File: config.mk
export PLATFORM = sky130hd
export DESIGN_NAME = spi_cross
export DESIGN_NICKNAME = d
export VERILOG_FILES = /design/src/rtl/segment_pair_intersection_assert.svh /design/src/rtl/spi_pkg.sv /design/src/rtl/spi_cross.sv
export SDC_FILE = /design/constraint.sdc
export NUM_CORES = 2
export LEC_CHECK = 0
export BUFFER_PORTS_ARGS = -buffer_cell sky130_fd_sc_hd__buf_2
export CAP_MARGIN = 30
export CORE_ASPECT_RATIO = 1.2
export CORE_MARGIN = 2
export CORE_UTILIZATION = 65
export CTS_CLUSTER_DIAMETER = 60
export DETAILED_ROUTE_END_ITERATION = 12
export PLACE_DENSITY = 0.84
export SLEW_MARGIN = 20
export SYNTH_ARGS = -nofsm -noshare
export SYNTH_HDL_FRONTEND = slang
export SYNTH_SLANG_ARGS = --single-unit
File: constraint.sdc
create_clock -name clk -period 11.6 [get_ports clk]
set_clock_uncertainty 0.2 [all_clocks]
set_input_delay 1.74 -clock clk [delete_from_list [all_inputs] [get_ports clk]]
set_output_delay 1.74 -clock clk [all_outputs]
set_load 0.005 [all_outputs]
File: src/rtl/segment_pair_intersection_assert.svh
// Assertion macros for the segment pair intersection RTL.
`ifndef SEGMENT_PAIR_INTERSECTION_ASSERT_SVH
`define SEGMENT_PAIR_INTERSECTION_ASSERT_SVH

// Consequent must hold in the same cycle as the antecedent.
`define SPI_ASSERT_SAME(label, ante, cons, msg) \
    label: assert property (@(posedge clk) disable iff (!rst_n) (ante) |-> (cons)) \
        else $error(msg);

// Consequent must hold in the cycle after the antecedent.
`define SPI_ASSERT_NEXT(label, ante, cons, msg) \
    label: assert property (@(posedge clk) disable iff (!rst_n) (ante) |=> (cons)) \
        else $error(msg);

`endif

File: src/rtl/spi_pkg.sv
// Types, widths and helpers for the segment pair intersection pipeline.
package spi_pkg;

    localparam int COORD_BITS = 16;
    localparam int SW = COORD_BITS + 1;        // coordinate difference
    localparam int PW = 2 * COORD_BITS + 2;    // product of two differences
    localparam int DW = 2 * COORD_BITS + 4;    // cross term, numerator, denominator
    localparam int MW = 3 * COORD_BITS + 5;    // delta times numerator
    localparam int NW = 3 * COORD_BITS + 6;    // rounded dividend
    localparam int RW = 3 * COORD_BITS + 7;    // divider remainder
    localparam int QB = COORD_BITS + 1;        // quotient bits
    localparam int QW = QB + 1;                // signed quotient
    localparam int VW = COORD_BITS + 3;        // signed interpolated coordinate
    localparam int COORD_LAT = QB + 4;         // register stages in spi_coord

    typedef logic [COORD_BITS-1:0] coord_t;

    typedef struct packed {
        coord_t horiz_start_x;
        coord_t horiz_start_y;
        coord_t horiz_end_x;
        coord_t horiz_end_y;
        coord_t vert_start_x;
        coord_t vert_start_y;
        coord_t vert_end_x;
        coord_t vert_end_y;
    } seg_pair_t;

    typedef struct packed {
        logic   hit;
        coord_t cross_x;
        coord_t cross_y;
    } cross_pt_t;

    typedef struct packed {
        logic valid;
        logic nohit;
    } stage_ctl_t;

    function automatic logic signed [SW-1:0] sdiff(coord_t a, coord_t b);
        return $signed({1'b0, a}) - $signed({1'b0, b});
    endfunction

endpackage

File: src/rtl/spi_cross.sv
// Front stages: differences, cross products and the crossing fraction.
module spi_cross (
    input  logic                            clk,
    input  logic                            rst_n,
    input  logic                            en,
    input  logic                            item_valid,
    input  spi_pkg::seg_pair_t              item,
    output spi_pkg::stage_ctl_t             ctl,
    output logic [spi_pkg::DW-1:0]          den,
    output logic signed [spi_pkg::DW-1:0]   num,
    output spi_pkg::coord_t                 base_x,
    output spi_pkg::coord_t                 base_y,
    output logic signed [spi_pkg::SW-1:0]   delta_x,
    output logic signed [spi_pkg::SW-1:0]   delta_y,
    output spi_pkg::coord_t                 lo_x,
    output spi_pkg::coord_t                 hi_x,
    output spi_pkg::coord_t                 lo_y,
    output spi_pkg::coord_t                 hi_y
);

    // stage 1
    logic                           v1_reg;
    logic                           zero1_reg;
    logic signed [spi_pkg::SW-1:0]  dxh1_reg, dyh1_reg, a0_reg, b0_reg, a1_reg, b1_reg;
    logic signed [spi_pkg::SW-1:0]  dvx1_reg, dvy1_reg;
    spi_pkg::coord_t                vx1_reg, vy1_reg, hx0_1_reg, hx1_1_reg, vye1_reg;
    // stage 2
    logic                           v2_reg;
    logic                           zero2_reg;
    logic signed [spi_pkg::PW-1:0]  p0_reg, p1_reg, p2_reg, p3_reg;
    logic signed [spi_pkg::SW-1:0]  dvx2_reg, dvy2_reg;
    spi_pkg::coord_t                vx2_reg, vy2_reg, hx0_2_reg, hx1_2_reg, vye2_reg;
    // stage 3
    spi_pkg::stage_ctl_t            ctl_reg, ctl_next;
    logic [spi_pkg::DW-1:0]         den_reg, den_next;
    logic signed [spi_pkg::DW-1:0]  num_reg, num_next;
    logic signed [spi_pkg::SW-1:0]  dvx3_reg, dvy3_reg;
    spi_pkg::coord_t                vx3_reg, vy3_reg, hx0_3_reg, hx1_3_reg, vye3_reg;

    always_comb
    begin
        logic signed [spi_pkg::DW-1:0] d0;
        logic signed [spi_pkg::DW-1:0] d1;
        logic signed [spi_pkg::DW-1:0] dd;
        d0 = spi_pkg::DW'(p0_reg) - spi_pkg::DW'(p1_reg);
        d1 = spi_pkg::DW'(p2_reg) - spi_pkg::DW'(p3_reg);
        dd = d1 - d0;
        // keep the denominator positive, flip the numerator with it
        if (dd < 0)
        begin
            den_next = -dd;
            num_next = d0;
        end
        else
        begin
            den_next = dd;
            num_next = -d0;
        end
        ctl_next.valid = v2_reg;
        ctl_next.nohit = zero2_reg || (dd == '0);
    end

    always_ff @(posedge clk or negedge rst_n)
    begin
        if (!rst_n)
        begin
            v1_reg        <= 1'b0;
            v2_reg        <= 1'b0;
            ctl_reg.valid <= 1'b0;
            ctl_reg.nohit <= 1'b0;
        end
        else if (en)
        begin
            v1_reg  <= item_valid;
            v2_reg  <= v1_reg;
            ctl_reg <= ctl_next;
        end
    end

    always_ff @(posedge clk)
    begin
        if (en)
        begin
            zero1_reg <= (item.horiz_end_x == item.horiz_start_x);
            dxh1_reg  <= spi_pkg::sdiff(item.horiz_end_x, item.horiz_start_x);
            dyh1_reg  <= spi_pkg::sdiff(item.horiz_end_y, item.horiz_start_y);
            a0_reg    <= spi_pkg::sdiff(item.vert_start_y, item.horiz_start_y);
            b0_reg    <= spi_pkg::sdiff(item.vert_start_x, item.horiz_start_x);
            a1_reg    <= spi_pkg::sdiff(item.vert_end_y, item.horiz_start_y);
            b1_reg    <= spi_pkg::sdiff(item.vert_end_x, item.horiz_start_x);
            dvx1_reg  <= spi_pkg::sdiff(item.vert_end_x, item.vert_start_x);
            dvy1_reg  <= spi_pkg::sdiff(item.vert_end_y, item.vert_start_y);
            vx1_reg   <= item.vert_start_x;
            vy1_reg   <= item.vert_start_y;
            hx0_1_reg <= item.horiz_start_x;
            hx1_1_reg <= item.horiz_end_x;
            vye1_reg  <= item.vert_end_y;

            zero2_reg <= zero1_reg;
            p0_reg    <= a0_reg * dxh1_reg;
            p1_reg    <= dyh1_reg * b0_reg;
            p2_reg    <= a1_reg * dxh1_reg;
            p3_reg    <= dyh1_reg * b1_reg;
            dvx2_reg  <= dvx1_reg;
            dvy2_reg  <= dvy1_reg;
            vx2_reg   <= vx1_reg;
            vy2_reg   <= vy1_reg;
            hx0_2_reg <= hx0_1_reg;
            hx1_2_reg <= hx1_1_reg;
            vye2_reg  <= vye1_reg;

            den_reg   <= den_next;
            num_reg   <= num_next;
            dvx3_reg  <= dvx2_reg;
            dvy3_reg  <= dvy2_reg;
            vx3_reg   <= vx2_reg;
            vy3_reg   <= vy2_reg;
            hx0_3_reg <= hx0_2_reg;
            hx1_3_reg <= hx1_2_reg;
            vye3_reg  <= vye2_reg;
        end
    end

    assign ctl     = ctl_reg;
    assign den     = den_reg;
    assign num     = num_reg;
    assign base_x  = vx3_reg;
    assign base_y  = vy3_reg;
    assign delta_x = dvx3_reg;
    assign delta_y = dvy3_reg;
    assign lo_x    = hx0_3_reg;
    assign hi_x    = hx1_3_reg;
    assign lo_y    = vy3_reg;
    assign hi_y    = vye3_reg;

endmodule

# Yosys cells after proc, flatten, opt, wreduce, memory -nomap -nowiden
# Cells that the tools add are included.
totals:
  reg_bits: 658
  in_bits: 132
  out_inout_bits: 204
op_classes:
  add_sub_neg: 13
  mul: 4
  magnitude_cmp: 1
  n_eq_ne: 1
  mux: 2
  reduce_logical: 2
ops:
  columns: ["op", "count"]
  rows:
  - ["$mul A17 B17 Y34", 4]
  - ["$sub A16 B16 Y17", 8]
  - ["$mux W36", 2]
  - ["$sub A34 B34 Y35", 2]
  - ["$logic_not A36 Y1", 1]
  - ["$lt A36 B1 Y1 const B", 1]
  - ["$neg A35 Y36", 1]
  - ["$neg A36 Y36", 1]
  - ["$sub A35 B35 Y36", 1]
  - ["$eq A16 B16 Y1", 1]
  - ["$logic_or A1 B1 Y1", 1]

# Logic depth before layout (Yosys ltp)
logic_depth:
  depth_word: 4
  mapped_depth: 29
  ltp_nobuf: 27

# Worst setup path after synthesis
# No wires, ideal clock.
synth_path:
  path_type: "register to register"
  from: "reg dyh1_reg[10] (netlist name)"
  to: "reg p3_reg[32] (netlist name), data pin"
  setup_ns: 0.266
  arrival_ns: 6.447
  required_ns: 11.134
  path_slack_ns: 4.687
  path_stages_with_launch: 23
  path_buffers: 1
  synth_period_minus_slack_ns: 6.913
  cell_sequence: "edfxtp_1 clkbuf_1 and2_1 fa_1 inv_1 fa_1 fa_1 inv_1 fa_1 fa_1 inv_1 fa_1 inv_1 ha_1 a21o_1 a2111o_1 o211a_1 o311a_1 o21a_1 o21a_1 a41o_1 o41ai_1 xnor2_1"
synth_between:
  elab_chain_len: 1
synth_lines:
  columns: ["element", "line", "rtl"]
  rows:
  - ["start: declaration", "spi_cross.sv:24", "logic signed [spi_pkg::SW-1:0] dxh1_reg, dyh1_reg, a0_reg, b0_reg, a1_reg, b1_reg;"]
  - ["start signal: assignment", "spi_cross.sv:86", "dyh1_reg <= spi_pkg::sdiff(item.horiz_end_y, item.horiz_start_y);"]
  - ["$mul A17 B17 Y34", "spi_cross.sv:103", "p3_reg <= dyh1_reg * b1_reg;"]
  - ["end signal: assignment", "spi_cross.sv:103", null]
  - ["end: declaration", "spi_cross.sv:30", "logic signed [spi_pkg::PW-1:0] p0_reg, p1_reg, p2_reg, p3_reg;"]
# No other way between the ends.
# A chain may end at the register's enable or synchronous reset.

# Worst setup path after layout
layout_path:
  from: "reg a0_reg[7] (netlist name)"
  to: "reg p0_reg[33] (netlist name), data pin"
layout_between:
  elab_chain_len: 1
layout_lines:
  columns: ["element", "line", "rtl"]
  rows:
  - ["start: declaration", "spi_cross.sv:24", null]
  - ["start signal: assignment", "spi_cross.sv:87", "a0_reg <= spi_pkg::sdiff(item.vert_start_y, item.horiz_start_y);"]
  - ["$mul A17 B17 Y34", "spi_cross.sv:100", "p0_reg <= a0_reg * dxh1_reg;"]
  - ["end signal: assignment", "spi_cross.sv:100", null]
  - ["end: declaration", "spi_cross.sv:30", null]
# No other way between the ends.

==> impl_metrics.py <==
metrics = {
    "timing": {
        "max_clock_freq_ghz": 0.1312,
        "min_period_over_period": 0.6573,
        "setup_viol": 0,
        "max-slew-margin-rel": 0.2345,
        "fin_setup_tns_ns": 0,
        "fin_ws_ns": 3.976,
        "rsz0062_at_grt": "no",
        "tightest_slew_ns": 1.148,
        "slew_violations": 0,
        "hold_violations": 0,
        "min_period_ns": 7.624,
    },
    "floorplanning": {
        "die_w_um": 313.7,
        "start_util": 0.6542,
        "num_io_pins": 336,
        "core-area_mm2": 0.1144,
        "die_y_um": 375.6,
        "die_area_mm2": 0.1178,
        "rows": 136,
    },
    "placed_design": {
        "postPlaceCellArea_mm2": 0.07787,
        "post-place-ws_ns": 4.174,
        "hpwl_mm": 151.8,
        "place.port_buffers": 335,
        "gp_congestion": 0.9537,
    },
    "finish": {
        "syn_to_final_growth_pct": 8.044,
        "final_area_mm2": 0.08082,
        "final_cell_mix": "1507 x inv_1, 1227 x fa_1, 736 x nand2_1",
        "drive_above_1_share": 0.07472,
        "mostFrequentLayoutCell": "inv_1",
        "final_nets": 9280,
        "final_util": 0.7068,
    },
    "clock_tree": {
        "numCtsBuffers": 77,
        "cts_sinks": 658,
        "cts_root_buffer": "clkbuf_16",
        "cts_setup_buffers": 0,
        "clock_tree.htree_level_count": 3,
        "clkTransAtPathRegs_ns": 0.06,
        "cts_resized": 0,
        "clock_latency_ns": 0.72,
        "ctsHoldBuffers": 0,
        "cts_buffer_depth": 3,
        "cts_tree": "done",
    },
    "worst_setup_path": {
        "critPathSlowestCell": "edfxtp_1",
        "critPathMostFrequentCell": "fa_1",
        "critPathMaxFanout": 17,
        "cp_data_arrival_time_ns": 7.87,
        "cpPeakStageDelay_ns": 0.78,
        "cp_cell_sequence": "nand2_1 > fa_1 > inv_1 > fa_1 > inv_1 > fa_1 > fa_1 > inv_1 > fa_1 > fa_1 > ha_1 > a21o_1 > a21o_1 > a21oi_1 > nand2_1 > a21oi_1 > o21ai_0 > a211o_1 > a2111oi_0 > o41ai_1 > a21oi_1 > xnor2_1",
        "required_ns": 11.84,
        "worst-r2r-cell-count": 22,
        "endpoint_kind": "flip-flop",
        "timing_worst_setup_path_type": "flip-flop to flip-flop",
        "critPathLaunchType": "flip-flop",
    },
    "route": {
        "via_per_inst": 5.833,
        "drc": 0,
        "dr.first_iter.drc_count": 4418,
        "drtAntennaViolNets": 0,
        "vias": 52320,
        "avgRoutedWirePerCell_um": 21.79,
        "first_pass_iters": 6,
        "routed_wl_mm": 195.5,
    },
    "synthesis": {
        "yosys_warnings": 0,
        "syn-num-nets": 9044,
        "ys_ff_latch": 658,
        "async_flop_share": 0.006079,
        "post_synth_inst_count": 7143,
        "synth_edf_count": 654,
        "synth_ff_type": "edfxtp_1",
        "synth.distinct_cells": 81,
        "syn_area_per_cell_um2": 10.47,
        "ys_seq_area_frac": 0.2639,
        "syn_area_mm2": 0.07480,
    },
    "min_path": {
        "whs_path_depth": 0,
        "min_path_type": "flip-flop to flip-flop",
    },
    "global_routing": {
        "antenna_found_initial": 23,
        "grt_pass1_wl_mm": 305.6,
        "grt_start_max_net_pins": 196,
        "grt_pass1_vias": 56964,
        "track_usage": 0.3402,
        "grt_overflow": 0,
    },
    "run_status": {
        "status": "finished clean",
    },
    "job": {
        "max_cap_violations": 0,
    },
}
-- path summary, 6_finish.rpt --
check | start | endpoint | slack, ns
max in group asynchronous | rst_n | v1_reg$_DFFE_PN0P_ | 10.37
min in group asynchronous | rst_n | ctl[0]$_DFFE_PN0P_ | 0.67
hold reg to reg | dvy1_reg[10]$_DFFE_PP_ | dvy2_reg[10]$_DFFE_PP_ | 0.19
setup reg to reg | a0_reg[7]$_DFFE_PP_ | p0_reg[33]$_DFFE_PP_ | 3.98
hold / removal | dvy1_reg[10]$_DFFE_PP_ | dvy2_reg[10]$_DFFE_PP_ | 0.19
setup / recovery | a0_reg[7]$_DFFE_PP_ | p0_reg[33]$_DFFE_PP_ | 3.98
-- through the flow --
stage          std cells  hold slack (ns)
4_1_cts             8955           0.1809
6_report            8969           0.1925
5_1_grt             8961           0.2020
2_1_floorplan       7143           0.2003
3_3_place_gp        8810           0.2005
3_5_place_dp        8814           0.2045
-- Yosys cell counts (all sizes together) (85+ instances only) --
cell       n  share of area
edfxtp   654           0.26
xnor2    257          0.030
inv     1507          0.076
ha       542          0.091
a21oi    192          0.013
nor2     251          0.013
clkbuf   211          0.011
and2     524          0.044
nand2    736          0.037
xor2      85          0.010
o21ai    175          0.012
fa      1227           0.33
-- logic make-up (layout without fill, tap and decap cells) --
group           after synthesis  after routing  synth area share
simple gates               1883           1883            0.1239
fa+ha+maj                  1769           1769            0.4190
buf+inv                    1739           2037           0.08815
compound gates              745            745           0.06405
flops                       658            658            0.2639
xor+xnor                    342            342           0.04004
mux                           7              7         0.0009868
other cells                   0             10                 0
-- critical path, delay by kind of cell, from the launching register on --
kind	cells	cell delay, ns
compound gates	9	2.51
buf+inv	3	0.17
fa+ha+maj	7	3.36
xor+xnor	1	0.09
flops	1	0.78
simple gates	2	0.23
-- routing by layer --
metal / global-route usage / vias to the layer above / wire length (um)
li1: - / 22814 / -
met1: 0.4094 / 26116 / 69350
met2: 0.5758 / 2693 / 95930
met3: 0.06294 / 675 / 17690
met4: 0.1953 / 22 / 12330
met5: 0 / - / 162
-- layout make-up --
cell class | instances | area, um2
Tap cell | 1518 | 1899
Timing Repair Buffer | 389 | 2145
Multi-Input combinational cell | 4746 | 48500
Clock inverter | 58 | 897.1
Sequential cell | 658 | 19740
Clock buffer | 83 | 1959
Fill cell | 7998 | 33530
Antenna cell | 10 | 25.02
Inverter | 1507 | 5657
Power is left out: the tool's default activity adds up to more than one toggle a clock period on the data nets, which glitch-free logic cannot reach.
